[src/rtl/filsq_pkg.sv]
`default_nettype none
package filsq_pkg;
  localparam int unsigned W = 64;
  localparam logic [W-1:0] PRIME     = 64'hFFFFFFFFFFFFFFC5;
  localparam logic [W-1:0] UNITY_M   = 64'h000000000000003B;
  localparam logic [W-1:0] MONT_R2   = 64'h0000000000000D99;
  localparam logic [W-1:0] PSI       = 64'h57F56382B3D1DEF4;
  localparam logic [W-1:0] EXP_INV   = 64'hFFFFFFFFFFFFFFC3;
  localparam logic [W-1:0] EXP_LEG   = 64'h7FFFFFFFFFFFFFE2;
  localparam logic [W-1:0] EXP_QUART = 64'h3FFFFFFFFFFFFFF1;
  localparam logic [W-1:0] EXP_ROOT  = 64'h1FFFFFFFFFFFFFF9;
  localparam logic [7:0]   LEG_MASK  = 8'h80;

  localparam logic [2:0] FN_INV   = 3'd0;
  localparam logic [2:0] FN_LEG   = 3'd1;
  localparam logic [2:0] FN_SQRT  = 3'd2;
  localparam logic [2:0] FN_TOM   = 3'd3;
  localparam logic [2:0] FN_FROMM = 3'd4;

  typedef logic [W-1:0] elem_t;
endpackage
`default_nettype wire

[src/rtl/filsq_if.sv]
`default_nettype none
interface filsq_in_if;
  logic       valid;
  logic       ready;
  logic [2:0] func;
  logic [63:0] operand;
  modport source (output valid, func, operand, input ready);
  modport sink (input valid, func, operand, output ready);
endinterface

interface filsq_out_if;
  logic        valid;
  logic        ready;
  logic [63:0] value;
  logic        nonresidue;
  modport source (output valid, value, nonresidue, input ready);
  modport sink (input valid, value, nonresidue, output ready);
endinterface
`default_nettype wire

[src/rtl/field_inverse_legendre_sqrt_unit.sv]
`default_nettype none
// Field helper for p = 2^64-59 in Montgomery form (R = 2^64). One item is worked on at a
// time on one shared bit-serial Montgomery multiplier, which is started once per multiply
// and then steps until done. Inverse and legendre run square-and-multiply over 64 exponent
// bits, one squaring per bit plus one multiply per set bit; square root runs two such
// exponentiations and possibly one more multiply; the conversions take one multiply. The
// result register holds the item until taken, and the next item can be accepted meanwhile.
module field_inverse_legendre_sqrt_unit (
  input  wire logic  clk,
  input  wire logic  rst_n,
  filsq_in_if.sink   in_ch,
  filsq_out_if.source out_ch
);
  localparam logic [3:0] S_IDLE = 4'd0, S_SQ = 4'd1, S_SQW = 4'd2, S_ML = 4'd3,
                         S_MLW = 4'd4, S_ONE = 4'd5, S_ONEW = 4'd6, S_OUT = 4'd7,
                         S_FIN = 4'd8;

  logic [3:0]  st_r, st_nxt;
  logic [2:0]  fn_r, fn_nxt;
  logic [63:0] a_r, a_nxt, acc_r, acc_nxt, e_r, e_nxt, q_r, q_nxt;
  logic [6:0]  bit_r, bit_nxt;
  logic        pass_r, pass_nxt;
  logic [63:0] val_r, val_nxt;
  logic        nr_r, nr_nxt, ov_r, ov_nxt;
  logic        m_start;
  logic [63:0] m_a, m_b, m_res, opr;
  logic        m_done;
  logic [64:0] dif;

  filsq_mul u_mul (.clk, .rst_n, .start(m_start), .a(m_a), .b(m_b),
                   .done(m_done), .res(m_res));

  assign dif = {1'b0, in_ch.operand} - {1'b0, filsq_pkg::PRIME};
  assign opr = dif[64] ? in_ch.operand : dif[63:0];
  assign in_ch.ready = (st_r == S_IDLE);
  assign out_ch.valid = ov_r;
  assign out_ch.value = val_r;
  assign out_ch.nonresidue = nr_r;

  always_comb begin
    st_nxt = st_r; fn_nxt = fn_r; a_nxt = a_r; acc_nxt = acc_r; e_nxt = e_r;
    q_nxt = q_r; bit_nxt = bit_r; pass_nxt = pass_r; val_nxt = val_r;
    nr_nxt = nr_r; ov_nxt = ov_r; m_start = 1'b0; m_a = acc_r; m_b = acc_r;
    if (ov_r && out_ch.ready) ov_nxt = 1'b0;
    case (st_r)
      S_IDLE: if (in_ch.valid) begin
        fn_nxt = in_ch.func; a_nxt = opr; acc_nxt = filsq_pkg::UNITY_M;
        bit_nxt = 7'd64; pass_nxt = 1'b0;
        case (in_ch.func)
          filsq_pkg::FN_INV:  begin e_nxt = filsq_pkg::EXP_INV; st_nxt = S_SQ; end
          filsq_pkg::FN_LEG:  begin e_nxt = filsq_pkg::EXP_LEG; st_nxt = S_SQ; end
          filsq_pkg::FN_SQRT: begin e_nxt = filsq_pkg::EXP_QUART; st_nxt = S_SQ; end
          filsq_pkg::FN_TOM:  begin acc_nxt = filsq_pkg::MONT_R2; st_nxt = S_ONE; end
          filsq_pkg::FN_FROMM: begin acc_nxt = 64'd1; st_nxt = S_ONE; end
          default: begin acc_nxt = '0; st_nxt = S_OUT; end
        endcase
      end
      S_SQ: begin m_start = 1'b1; st_nxt = S_SQW; end
      S_SQW: if (m_done) begin
        acc_nxt = m_res; st_nxt = e_r[63] ? S_ML : S_FIN;
      end
      S_ML: begin m_start = 1'b1; m_b = a_r; st_nxt = S_MLW; end
      S_MLW: if (m_done) begin acc_nxt = m_res; st_nxt = S_FIN; end
      S_FIN: begin
        e_nxt = {e_r[62:0], 1'b0}; bit_nxt = bit_r - 7'd1;
        if (bit_r != 7'd1) st_nxt = S_SQ;
        else if (fn_r == filsq_pkg::FN_SQRT && !pass_r) begin
          q_nxt = acc_r; pass_nxt = 1'b1; acc_nxt = filsq_pkg::UNITY_M;
          e_nxt = filsq_pkg::EXP_ROOT; bit_nxt = 7'd64; st_nxt = S_SQ;
        end else if (fn_r == filsq_pkg::FN_SQRT && q_r != filsq_pkg::UNITY_M) begin
          a_nxt = filsq_pkg::PSI; st_nxt = S_ONE;
        end else st_nxt = S_OUT;
      end
      S_ONE: begin m_start = 1'b1; m_b = a_r; st_nxt = S_ONEW; end
      S_ONEW: if (m_done) begin acc_nxt = m_res; st_nxt = S_OUT; end
      S_OUT: if (!ov_r) begin
        ov_nxt = 1'b1;
        if (fn_r == filsq_pkg::FN_LEG) begin
          val_nxt = '0; nr_nxt = |(acc_r[7:0] & filsq_pkg::LEG_MASK);
        end else begin
          val_nxt = acc_r; nr_nxt = 1'b0;
        end
        st_nxt = S_IDLE;
      end
      default: st_nxt = S_IDLE;
    endcase
  end

  always_ff @(posedge clk) begin
    fn_r <= fn_nxt; a_r <= a_nxt; acc_r <= acc_nxt; e_r <= e_nxt; q_r <= q_nxt;
    bit_r <= bit_nxt; pass_r <= pass_nxt; val_r <= val_nxt; nr_r <= nr_nxt;
    if (!rst_n) begin
      st_r <= S_IDLE; ov_r <= 1'b0;
    end else begin
      st_r <= st_nxt; ov_r <= ov_nxt;
    end
  end
endmodule
`default_nettype wire

[src/rtl/filsq_mul.sv]
`default_nettype none
module filsq_mul (
  input  wire logic               clk,
  input  wire logic               rst_n,
  input  wire logic               start,
  input  wire filsq_pkg::elem_t   a,
  input  wire filsq_pkg::elem_t   b,
  output logic                    done,
  output filsq_pkg::elem_t        res
);
  logic [65:0] acc_r, acc_nxt;
  logic [63:0] a_r, a_nxt, b_r, b_nxt;
  logic [6:0]  cnt_r, cnt_nxt;
  logic        busy_r, busy_nxt, done_r, done_nxt;
  logic [65:0] s1, s2;
  logic [64:0] sub;

  always_comb begin
    s1 = acc_r + (a_r[0] ? {2'b00, b_r} : 66'd0);
    s2 = s1 + (s1[0] ? {2'b00, filsq_pkg::PRIME} : 66'd0);
    sub = acc_r[64:0] - {1'b0, filsq_pkg::PRIME};
    acc_nxt = acc_r; a_nxt = a_r; b_nxt = b_r; cnt_nxt = cnt_r;
    busy_nxt = busy_r; done_nxt = 1'b0;
    if (start) begin
      acc_nxt = '0; a_nxt = a; b_nxt = b; cnt_nxt = '0; busy_nxt = 1'b1;
    end else if (busy_r) begin
      acc_nxt = {1'b0, s2[65:1]};
      a_nxt = {1'b0, a_r[63:1]};
      cnt_nxt = cnt_r + 7'd1;
      if (cnt_r == 7'd63) begin
        busy_nxt = 1'b0; done_nxt = 1'b1;
      end
    end
  end

  assign res  = sub[64] ? acc_r[63:0] : sub[63:0];
  assign done = done_r;

  always_ff @(posedge clk) begin
    acc_r <= acc_nxt; a_r <= a_nxt; b_r <= b_nxt; cnt_r <= cnt_nxt;
    if (!rst_n) begin
      busy_r <= 1'b0; done_r <= 1'b0;
    end else begin
      busy_r <= busy_nxt; done_r <= done_nxt;
    end
  end
endmodule
`default_nettype wire

[src/flat_wrapper.sv]
// flat-port wrapper written by rule: the top's interface ports become plain ports
module field_inverse_legendre_sqrt_unit_flat 
  (clk, rst_n, in_ch_valid, in_ch_func, in_ch_operand, in_ch_ready, out_ch_valid, out_ch_value, out_ch_nonresidue, out_ch_ready);
  filsq_in_if in_ch_i ();
  filsq_out_if out_ch_i ();
  input  wire logic clk;
  input  wire logic rst_n;
  input wire logic [$bits(in_ch_i.valid)-1:0] in_ch_valid;
  input wire logic [$bits(in_ch_i.func)-1:0] in_ch_func;
  input wire logic [$bits(in_ch_i.operand)-1:0] in_ch_operand;
  output wire logic [$bits(in_ch_i.ready)-1:0] in_ch_ready;
  output wire logic [$bits(out_ch_i.valid)-1:0] out_ch_valid;
  output wire logic [$bits(out_ch_i.value)-1:0] out_ch_value;
  output wire logic [$bits(out_ch_i.nonresidue)-1:0] out_ch_nonresidue;
  input wire logic [$bits(out_ch_i.ready)-1:0] out_ch_ready;
  assign in_ch_i.valid = in_ch_valid;
  assign in_ch_i.func = in_ch_func;
  assign in_ch_i.operand = in_ch_operand;
  assign in_ch_ready = in_ch_i.ready;
  assign out_ch_valid = out_ch_i.valid;
  assign out_ch_value = out_ch_i.value;
  assign out_ch_nonresidue = out_ch_i.nonresidue;
  assign out_ch_i.ready = out_ch_ready;
  field_inverse_legendre_sqrt_unit u_core (.clk(clk), .rst_n(rst_n), .in_ch(in_ch_i), .out_ch(out_ch_i));
endmodule
[config.mk]
export PLATFORM = sky130hd
export DESIGN_NAME = field_inverse_legendre_sqrt_unit_flat
export DESIGN_NICKNAME = d
export VERILOG_FILES = /design/src/rtl/filsq_pkg.sv /design/src/rtl/filsq_if.sv /design/src/rtl/field_inverse_legendre_sqrt_unit.sv /design/src/rtl/filsq_mul.sv /design/src/flat_wrapper.sv
export SDC_FILE = /design/constraint.sdc
export NUM_CORES = 1
export LEC_CHECK = 0
export ABC_AREA = 0
export BUFFER_PORTS_ARGS = -buffer_cell sky130_fd_sc_hd__buf_2
export CORE_ASPECT_RATIO = 1.25
export CORE_MARGIN = 2
export CORE_UTILIZATION = 58
export CTS_BUF_LIST = sky130_fd_sc_hd__clkbuf_4
export CTS_CLUSTER_SIZE = 10
export DETAILED_ROUTE_END_ITERATION = 16
export GPL_ROUTABILITY_DRIVEN = 0
export PLACE_DENSITY_LB_ADDON = 0.15
export SLEW_MARGIN = 10
export SYNTH_ARGS = -nofsm -noshare
export SYNTH_HDL_FRONTEND = slang
export SYNTH_SLANG_ARGS = --single-unit
[constraint.sdc]
create_clock -name clk -period 7.07 [get_ports clk]
set_input_delay 0.3535 -clock clk [delete_from_list [all_inputs] [get_ports clk]]
set_output_delay 0.3535 -clock clk [all_outputs]
set_load 0.005 [all_outputs]
# Word level (Yosys, flattened, before mapping)
# Cells that the tools add are included.
classes:
  addsub: 6
  eq_ne: 28
  muxes: 50
  bitwise: 4
  n_reduce_logical: 24
op_table:
  columns: ["op", "count"]
  rows:
  - ["64-bit 2-to-1 mux", 18]
  - ["64-bit one-hot mux with 3 select lines", 2]
  - ["64-bit one-hot mux with 2 select lines", 2]
  - ["65-bit by 66-bit adder with 66-bit output", 1]
  - ["66-bit by 64-bit adder with 66-bit output", 1]
  - ["64-bit by 64-bit subtractor with 65-bit output (second input constant)", 1]
  - ["65-bit by 64-bit subtractor with 65-bit output (second input constant)", 1]
  - ["64-bit by 6-bit inequality test with 1-bit output (second input constant)", 1]
  - ["12-bit one-hot mux with 3 select lines", 1]
  - ["4-bit one-hot mux with 9 select lines", 1]
  - ["4-bit 2-to-1 mux", 8]
  - ["7-bit 2-to-1 mux", 3]
  - ["4-bit by 3-bit equality test with 1-bit output (second input constant)", 4]
  - ["5-bit AND reduction", 3]
  - ["2-bit inequality test (second input constant)", 7]
  - ["7-bit one-hot mux with 2 select lines", 1]
  - ["3-bit OR reduction", 4]
  - ["1-bit 2-to-1 mux", 11]
  - ["3-bit by 2-bit equality test with 1-bit output (second input constant)", 3]
  - ["4-bit by 2-bit equality test with 1-bit output (second input constant)", 2]
  - ["7-bit by 1-bit adder with 7-bit output (second input constant)", 1]
  - ["7-bit by 6-bit equality test with 1-bit output (second input constant)", 1]
  - ["7-bit by 1-bit inequality test with 1-bit output (second input constant)", 1]
  - ["7-bit by 1-bit subtractor with 7-bit output (second input constant)", 1]
  - ["20 further kinds", 33]
word_totals:
  register_bits: 539
  in_bits: 71
  output_inout_bits: 67

# Depth between registers and ports, before layout
# Gate-level depths: netlist (run 1).
depth:
  depth_word: 6
  mapped_depth: 29
  depth_no_buf: 26

# By module
# From an unflattened synthesis (run 1), not the netlist that was laid out.
unflattened:
  cells_unflattened: 2712
  hier_area_um2: 30201.5
by_module_without_submodules:
  columns: ["module", "instances", "cells_each", "area_per_inst_um2"]
  rows:
  - ["filsq_mul", 1, 1829, 16463.3]
  - ["field_inverse_legendre_sqrt_unit", 1, 883, 13738.2]

# Worst setup path before layout (run 1)
# Ideal clock, no wire load.
synth_path:
  kind: "register to register"
  startpoint: "register u_core.st_r[1]"
  endpoint: "register u_core.nr_r, in the netlist u_core.out_ch.nonresidue, enable pin"
  setup_ps: 652
  t_arrival_ps: 6957
  t_required_ps: 6418
  path_slack_ps: -539
  stages_incl_launch_ff: 4
  path_buffers: 1
  period_less_slack_ps: 7609
  cell_sequence: "dfxtp_1 > clkbuf_1 > nand2_1 > nor4_1"
synth_via:
  elab_chain_len: 2
synth_rtl:
  columns: ["element", "line", "text"]
  rows:
  - ["start: declaration", "field_inverse_legendre_sqrt_unit.sv:18", "logic [3:0] st_r, st_nxt;"]
  - ["start signal: assignment", "field_inverse_legendre_sqrt_unit.sv:95", "st_r <= st_nxt; ov_r <= ov_nxt;"]
  - ["4-bit by 3-bit equality test with 1-bit output", "field_inverse_legendre_sqrt_unit.sv:45", "case (st_r)"]
  - ["2-bit AND reduction (no source line)", null, null]
  - ["end signal: assignment", "field_inverse_legendre_sqrt_unit.sv:91", "bit_r <= bit_nxt; pass_r <= pass_nxt; val_r <= val_nxt; nr_r <= nr_nxt;"]
  - ["end: declaration", "field_inverse_legendre_sqrt_unit.sv:24", "logic nr_r, nr_nxt, ov_r, ov_nxt;"]
# No other way between the ends.
# A chain may end at the register's enable or synchronous reset.

# Worst setup path after layout (run 1)
layout_path:
  startpoint: "register u_core.u_mul.a_r[0]"
  endpoint: "register u_core.u_mul.acc_r[63]"
layout_via:
  elab_chain_len: 4
layout_rtl:
  columns: ["element", "line", "text"]
  rows:
  - ["start: declaration", "filsq_mul.sv:12", "logic [63:0] a_r, a_nxt, b_r, b_nxt;"]
  - ["start signal: assignment", "filsq_mul.sv:40", "acc_r <= acc_nxt; a_r <= a_nxt; b_r <= b_nxt; cnt_r <= cnt_nxt;"]
  - ["64-bit 2-to-1 mux (*)", "filsq_mul.sv:19", "s1 = acc_r + (a_r[0] ? {2'b00, b_r} : 66'd0);"]
  - ["65-bit by 66-bit adder with 66-bit output (*)", "filsq_mul.sv:19", null]
  - ["64-bit 2-to-1 mux", "filsq_mul.sv:20", "s2 = s1 + (s1[0] ? {2'b00, filsq_pkg::PRIME} : 66'd0);"]
  - ["66-bit by 64-bit adder with 66-bit output (*)", "filsq_mul.sv:20", null]
  - ["end signal: assignment", "filsq_mul.sv:40", null]
  - ["end: declaration", "filsq_mul.sv:11", "logic [65:0] acc_r, acc_nxt;"]
# Every way passes the cells marked *; elsewhere a longest branch is shown, timed or not.

==> results of run 1 <==
-- registers in the layout, summed over array words and instances (netlist names) --
signal,flops
u_core.st_r,4
u_core.a_r,64
u_core.acc_r,64
u_core.u_mul.cnt_r,7
u_core.u_mul.done,1
u_core.u_mul.acc_r,65
u_core.fn_r,3
u_core.pass_r,1
u_core.u_mul.b_r,64
u_core.out_ch.valid,1
u_core.out_ch.nonresidue,1
u_core.e_r,64
u_core.bit_r,7
u_core.out_ch.value,64
u_core.q_r,64
u_core.u_mul.busy_r,1
u_core.u_mul.a_r,64
-- power by group --
| group | leakage [nW] | internal (mW) | total (mW) | switching, mW |
|---|---|---|---|---|
| sequential | 4.77 | 4.88 | 5.70 | 0.822 |
| clock | 1.05 | 1.45 | 2.75 | 1.30 |
| combinational | 7.33 | 3.70 | 9.81 | 6.11 |
-- per-stage QoR --
step | cells | total power [mW] | hold slack [ns] | setup WS [ns] | util [%]
after floorplan | 2904 | 12.7 | 0.450 | 1.17 | -
after global placement | 3602 | 15.0 | 0.484 | 0.521 | 60.9
after detailed placement | 3602 | 15.2 | 0.484 | 0.422 | 60.9
after CTS | 3909 | 18.1 | 0.214 | 0.410 | 65.8
after global routing | 3910 | 19.5 | 0.279 | 0.0232 | 65.8
final | 3910 | 18.3 | 0.287 | 0.330 | 65.8
-- cell type report --
| cell class | instances | area (um2) | area share [%] |
|---|---|---|---|
| inverters | 64 | 245 | 0.726 |
| repair buffers | 233 | 1610 | 4.75 |
| well taps | 665 | 832 | 2.46 |
| clock inverters | 42 | 340 | 1.01 |
| flip-flops and latches | 539 | 15400 | 45.6 |
| clock buffers | 192 | 1440 | 4.27 |
| diodes | 1 | 2.50 | 0.00741 |
| multi-input cells | 2174 | 13900 | 41.2 |
-- critical path: cells and delay by family, from the launching register on --
kind                       cells  cell delay [ns]
adders and majority gates      2             0.80
buffers and inverters          1             0.23
and+or+nand+nor                7             1.86
AOI/OAI and AO/OA             11             2.94
DFF                            1             0.43
xor gates and xnor gates       2             0.30
-- cell usage in the layout (no fill, tap or decap), types with 9 or more instances in the layout --
| cell type | instances |
|---|---|
| dlygate4sd3_1 | 73 |
| o31ai_1 | 9 |
| xor2_1 | 89 |
| buf_4 | 21 |
| a31oi_1 | 16 |
| mux2i_1 | 32 |
| inv_1 | 60 |
| o21bai_1 | 31 |
| o211ai_1 | 11 |
| dfxtp_1 | 78 |
| nor4_1 | 24 |
| nor2_1 | 230 |
| nand2_1 | 423 |
| or3_1 | 19 |
| buf_2 | 137 |
| nand4_1 | 76 |
| and3_1 | 54 |
| o21ai_0 | 113 |
| clkbuf_4 | 192 |
| nand2b_1 | 69 |
| xnor2_1 | 101 |
| a211oi_1 | 24 |
| o21a_1 | 10 |
| nor2b_1 | 84 |
| nand3_1 | 45 |
| ha_1 | 128 |
| a21o_1 | 79 |
| mux2_2 | 64 |
| and2_1 | 88 |
| clkinv_1 | 21 |
| nor3_1 | 24 |
| a21oi_1 | 183 |
| and4_1 | 9 |
| edfxtp_1 | 460 |
-- final timing paths --
check | from | slack, ns | end | depth (start not counted)
hold reg to reg | u_core.e_r[59]$_SDFFCE_PN1P_ | 0.50 | u_core.e_r[60]$_SDFFCE_PN1P_ | 1
hold / removal | rst_n | 0.29 | u_core.st_r[1]$_SDFFE_PN0P_ | 3
setup / recovery | u_core.u_mul.a_r[0]$_DFFE_PP_ | 0.33 | u_core.u_mul.acc_r[63]$_SDFFE_PP0P_ | 23
setup reg to reg | u_core.u_mul.a_r[0]$_DFFE_PP_ | 0.33 | u_core.u_mul.acc_r[63]$_SDFFE_PP0P_ | 23
-- repair_timing --
action | in CTS | in global routing
setup endpoints to repair | 0 | 1
gates resized for setup | 0 | 4
hold buffers | 73 | 0
hold endpoints to repair | 82 | 0
-- cell families (layout without fill, tap and decap cells) --
| kind of cell | after synthesis | count (layout) |
|---|---|---|
| mux | 96 | 96 |
| other cells | 0 | 1 |
| fa+ha+maj | 130 | 130 |
| buf+inv | 191 | 531 |
| flops | 539 | 539 |
| simple gates | 1199 | 1199 |
| compound gates | 558 | 558 |
| xor+xnor | 191 | 191 |
-- metal layers --
metal	track usage (%)	wire (um)
met1	40.9	34300
met2	46.0	36100
met3	4.49	6400
met4	14.2	3420
met5	0	0
==> out/qor.yml, run 1 <==
syn_area_mm2: 0.0299
synth-simple-area-share_pct: 19.7
num-fill-cells: 3963
synth-seq-cells: 539
grt_max_degree: 124
status: "completed"
synthAdderAreaFrac_pct: 5.46
grt_overflow: 0
synth_edf_count: 460
cap_violations: 0
vias: 23466
placed_area_mm2: 0.0313
min_path_type: "input port to flip-flop"
grt_antenna_before_repair: 1
ys_warn_count: 0
routed_wirelength_um: 80200
synth_xor_area_share_pct: 5.61
synth_commonest_cells: "edfxtp_1, nand2_1, nor2_1, a21oi_1, ha_1"
die_y_um: 258
syn_area_per_cell_um2: 10.3
synth_compound_area_share_pct: 11.9
fmax_ghz: 0.148
totalNegativeSetupSlack_ns: 0
dieArea_mm2: 0.0535
drv_slew: 0
fin_nets: 3345
ios: 138
critical_path_class: "flip-flop to flip-flop"
drc_errors: 0
clk_latency_ns: 0.88
postCtsSetupBuffers: 0
hold_viol: 0
cp_cell_sequence: "buf_6 -> and2_1 -> ha_1 -> nand2_1 -> nor2_1 -> nand4_1 -> a2111oi_1 -> nor3_1 -> o311ai_0 -> a21oi_1 -> xnor2_1 -> ha_1 -> a21o_1 -> a21o_1 -> a21oi_1 -> o21ai_0 -> a21o_1 -> a211oi_1 -> o21ai_0 -> or4b_1 -> nand4_1 -> xnor2_1 -> a21oi_1"
slowest_stage: "a2111oi_1"
fin_crit_sh_pct: 95.3
cts_root_buf: "clkbuf_4"
rsz0062_at_grt: "no"
cts_buffer_depth: 3
first_pass_iters: 6
yosysSeqAreaShare_pct: 51.4
cts_sinks: 539
relSlewSlack_pct: 13.0
synth_top_family_by_area: "simple AND/OR/NAND/NOR gates"
avgRoutedWirePerCell_um: 20.5
grt_usage_pct: 29.6
synth_ff_type: "edfxtp_1"
crit_fanout: 61
grt_pass1_wl_um: 125000
stdcell_area_mm2: 0.0338
clk_pin_slew_ns: 0.07
setup_viol_count_final: 0
yosysTopAreaCell: "edfxtp_1"
synth_area_leaders: "edfxtp_1, ha_1, nand2_1, dfxtp_1, a21oi_1"
io_buffers: 137
cp-start-kind: "flip-flop"
ys_types: 85
hpwlAfterDp_um: 56100
first_iter_violations: 2678
critPathArrivalTime_ns: 7.47
synth_mux_area_share_pct: 3.48
htreeDepth: 4
first_global_vias: 23016
cellPowerDensity_mw_per_mm2: 540
synth_fp_nets: 3105
worst_ep_required_time_ns: 7.80
async_flop_share_pct: 0
die_width_um: 207
ir_worst_vdd_mv: 0.260
syn_inst: 2904
power.leakage_nw: 13.2
endpoint_kind: "flip-flop"
drive_gt1_share_pct: 15.1
yosysTopAreaCellShare_pct: 46.1
core_mm2: 0.0513
min_period_ns: 6.74
finalClockSkew_ns: 0.0535
critical-path-max-stage-delay_ns: 0.74
numCtsBuffers: 132
yosys.cell_count.top_type: "edfxtp_1"
area_growth_pct: 12.8
antenna_left: 0
via_per_inst: 6.00
worst_pin_slew_ns: 1.29
std_cell_rows: 93
start_util_pct: 58.3
cts_tree: "built"
(Power assumes the default switching activity.)
==> run 2, diff against run 1 <==
- ABC_AREA: 0 -> 1
- CORE_UTILIZATION: 58 -> 57
- CTS_BUF_LIST: sky130_fd_sc_hd__clkbuf_4 -> default
- SLEW_MARGIN: 10 -> 20
==> run 2 against run 1 <==
Sequential share of layout area is 2.9 points lower. Clock skew is 0.019 ns lower. Critical path depth did not move. Core utilization shrank 2.7 points. Register-to-register slack gained 0.94 ns. Final area is 6.9% higher. Area after synthesis grew 9.7%. Sequential cell count did not move. Critical endpoint is now u_core.u_mul.acc_r[43]$_SDFFE_PP0P_.
==> out/qor.yml, run 2 <==
grt_max_degree: 73
worst_pin_slew_ns: 1.13
fin_crit_sh_pct: 82.1
ios: 138
htreeDepth: 2
yosys.cell_count.top_type: "nand2_1"
setup_viol_count_final: 0
grt_antenna_before_repair: 2
cp_cell_sequence: "buf_4 -> nand2_1 -> inv_1 -> ha_1 -> a21oi_1 -> o21ai_0 -> a21oi_1 -> nor2_1 -> nor2_1 -> nand2_1 -> a31oi_1 -> o21ai_0 -> xor2_1 -> ha_1 -> a21oi_1 -> inv_1 -> a21oi_1 -> o21ai_0 -> o21bai_1 -> a21oi_1 -> o21ai_2 -> xnor2_1 -> a21oi_1"
yosysSeqAreaShare_pct: 46.9
critPathArrivalTime_ns: 6.30
numCtsBuffers: 61
synth_edf_count: 460
totalNegativeSetupSlack_ns: 0
antenna_left: 0
path_delay_family: "compound AO/OA/AOI/OAI gates"
r2r_slack_ns: 1.27
first_pass_iters: 8
crit_buf_inv: 3
regMostFlops: "u_core.u_mul.acc_r"
die_width_um: 219
area_growth_pct: 9.90
cts_root_buf: "clkbuf_16"
hold_path_depth: 3
ctsResizeCount: 0
r2r_end: "u_core.u_mul.acc_r[43]$_SDFFE_PP0P_"
ys_warn_count: 0
crit_top_cell: "a21oi_1"
endpoint_kind: "flip-flop"
yosysTopAreaCell: "edfxtp_1"
cts_buffer_depth: 3
async_flop_share_pct: 0
min_path_type: "input port to flip-flop"
fin_nets: 4465
cts_tree: "built"
hold_viol: 0
rr_startpoint: "u_core.u_mul.a_r[0]$_DFFE_PP_"
dieArea_mm2: 0.0596
core_mm2: 0.0571
critical-path-max-stage-delay_ns: 0.61
start_util_pct: 57.5
min_period_ns: 5.80
synth_fp_nets: 4331
postCtsSetupBuffers: 0
via_per_inst: 5.95
syn_inst: 4130
grt_usage_pct: 36.3
final_common_cell: "nand2_1"
grt_pass1_wl_um: 162000
yosysTopAreaCellShare_pct: 42.1
hold_buffers: 7
fmax_ghz: 0.172
worst_ep_required_time_ns: 7.57
drc_errors: 0
status: "completed"
finalClockSkew_ns: 0.0347
synth_ff_type: "edfxtp_1"
synth-seq-cells: 539
cp-start-kind: "flip-flop"
std_cell_rows: 98
clk_latency_ns: 0.65
drv_slew: 0
syn_area_per_cell_um2: 7.95
first_iter_violations: 3651
largest_register_ffs: 65
synth_area_leaders: "edfxtp_1, nand2_1, inv_1, nor2_1, ha_1"
die_y_um: 272
syn_area_mm2: 0.0328
synth_commonest_cells: "nand2_1, inv_1, edfxtp_1, nor2_1, a21oi_1"
vias: 29988
routed_wirelength_um: 109000
whs_endpoint: "u_core.a_r[25]$_SDFFCE_PP1P_"
clk_pin_slew_ns: 0.06
hpwlAfterDp_um: 82000
relSlewSlack_pct: 23.8
grt_overflow: 0
crit_fanout: 64
avgRoutedWirePerCell_um: 21.7
cts_sinks: 539
ys_types: 61
final_cell_mix: "nand2_1, inv_1, edfxtp_1"
rsz0062_at_grt: "no"
rr_worst_depth: 23
slowest_stage: "buf_4"
critical_path_class: "flip-flop to flip-flop"
min-delay-start: "in_ch_operand[25]"
io_buffers: 137
first_global_vias: 28176
drive_gt1_share_pct: 8.58
cap_violations: 0
[run 2: cell types whose count changed after synthesis, moves of 69 or more]
| cell | previous run | this run |
|---|---|---|
| nand3_1 | 46 | 145 |
| a21oi_1 | 186 | 300 |
| nand2_1 | 426 | 1100 |
| nor2b_1 | 84 | 0 |
| inv_1 | 63 | 567 |
| nor2_1 | 230 | 444 |
| and2_1 | 88 | 2 |
| nand2b_1 | 69 | 0 |
| o21ai_0 | 113 | 215 |
[run 2: logic make-up (layout without fill, tap and decap cells)]
kind of cell | Yosys count | count (layout) | synth area share (%)
fa+ha+maj | 130 | 130 | 4.98
other cells | 0 | 2 | 0
simple gates | 1997 | 1997 | 25.9
buf+inv | 679 | 837 | 7.83
flops | 539 | 539 | 46.9
xor+xnor | 118 | 118 | 3.20
compound gates | 667 | 667 | 11.2
[run 2: stage by stage]
stage,cells,utilization [%],area [um2],hold WS [ns],setup slack (ns)
detailed placement,4944,60.1,34300,0.488,1.62
CTS,5038,63.2,36100,0.0114,1.61
finish,5040,63.2,36100,0.0221,1.27
global placement,4944,60.1,34300,0.475,1.75
floorplan,4130,-,32800,0.450,0.577
global route,5038,63.2,36100,0.0156,1.11
[run 2: how the worst max path moves through the flow]
| stage | from | end | slack [ns] | cells after the start |
|---|---|---|---|---|
| floorplan | u_core.bit_r[4]$_SDFFCE_PN0P_ | u_core.acc_r[0]$_DFFE_PP_ | 0.58 | 6 |
| global placement | u_core.u_mul.a_r[0]$_DFFE_PP_ | u_core.u_mul.acc_r[56]$_SDFFE_PP0P_ | 1.75 | 28 |
| detailed placement | u_core.u_mul.a_r[0]$_DFFE_PP_ | u_core.u_mul.acc_r[62]$_SDFFE_PP0P_ | 1.62 | 30 |
| CTS | u_core.u_mul.a_r[0]$_DFFE_PP_ | u_core.u_mul.acc_r[62]$_SDFFE_PP0P_ | 1.61 | 30 |
| global route | u_core.u_mul.a_r[0]$_DFFE_PP_ | u_core.u_mul.acc_r[62]$_SDFFE_PP0P_ | 1.11 | 30 |
| finish | u_core.u_mul.a_r[0]$_DFFE_PP_ | u_core.u_mul.acc_r[43]$_SDFFE_PP0P_ | 1.27 | 23 |
[run 2: layout make-up]
cell class	instances	area (um2)
fillers	5065	21000
flip-flops and latches	539	15400
multi-input cells	2912	15000
inverters	587	2200
clock buffers	80	1600
well taps	750	938
repair buffers	163	898
clock inverters	7	101
diodes	2	5.00
[run 2: routing by layer]
layer / track usage, % / part of all wire, %
met1: 48.1 / 38
met5: 0 / 0
met4: 21.8 / 6.7
met3: 6.77 / 11
met2: 55.3 / 44
[run 2: worst min-delay path: cells and delay by family]
family	cells	cell delay, ns
simple gates	2	0.11
buf+inv	1	0.09
Power of run 2 is not shown: default switching activity piles up to over one toggle a cycle in this logic, so the estimate is an artifact.
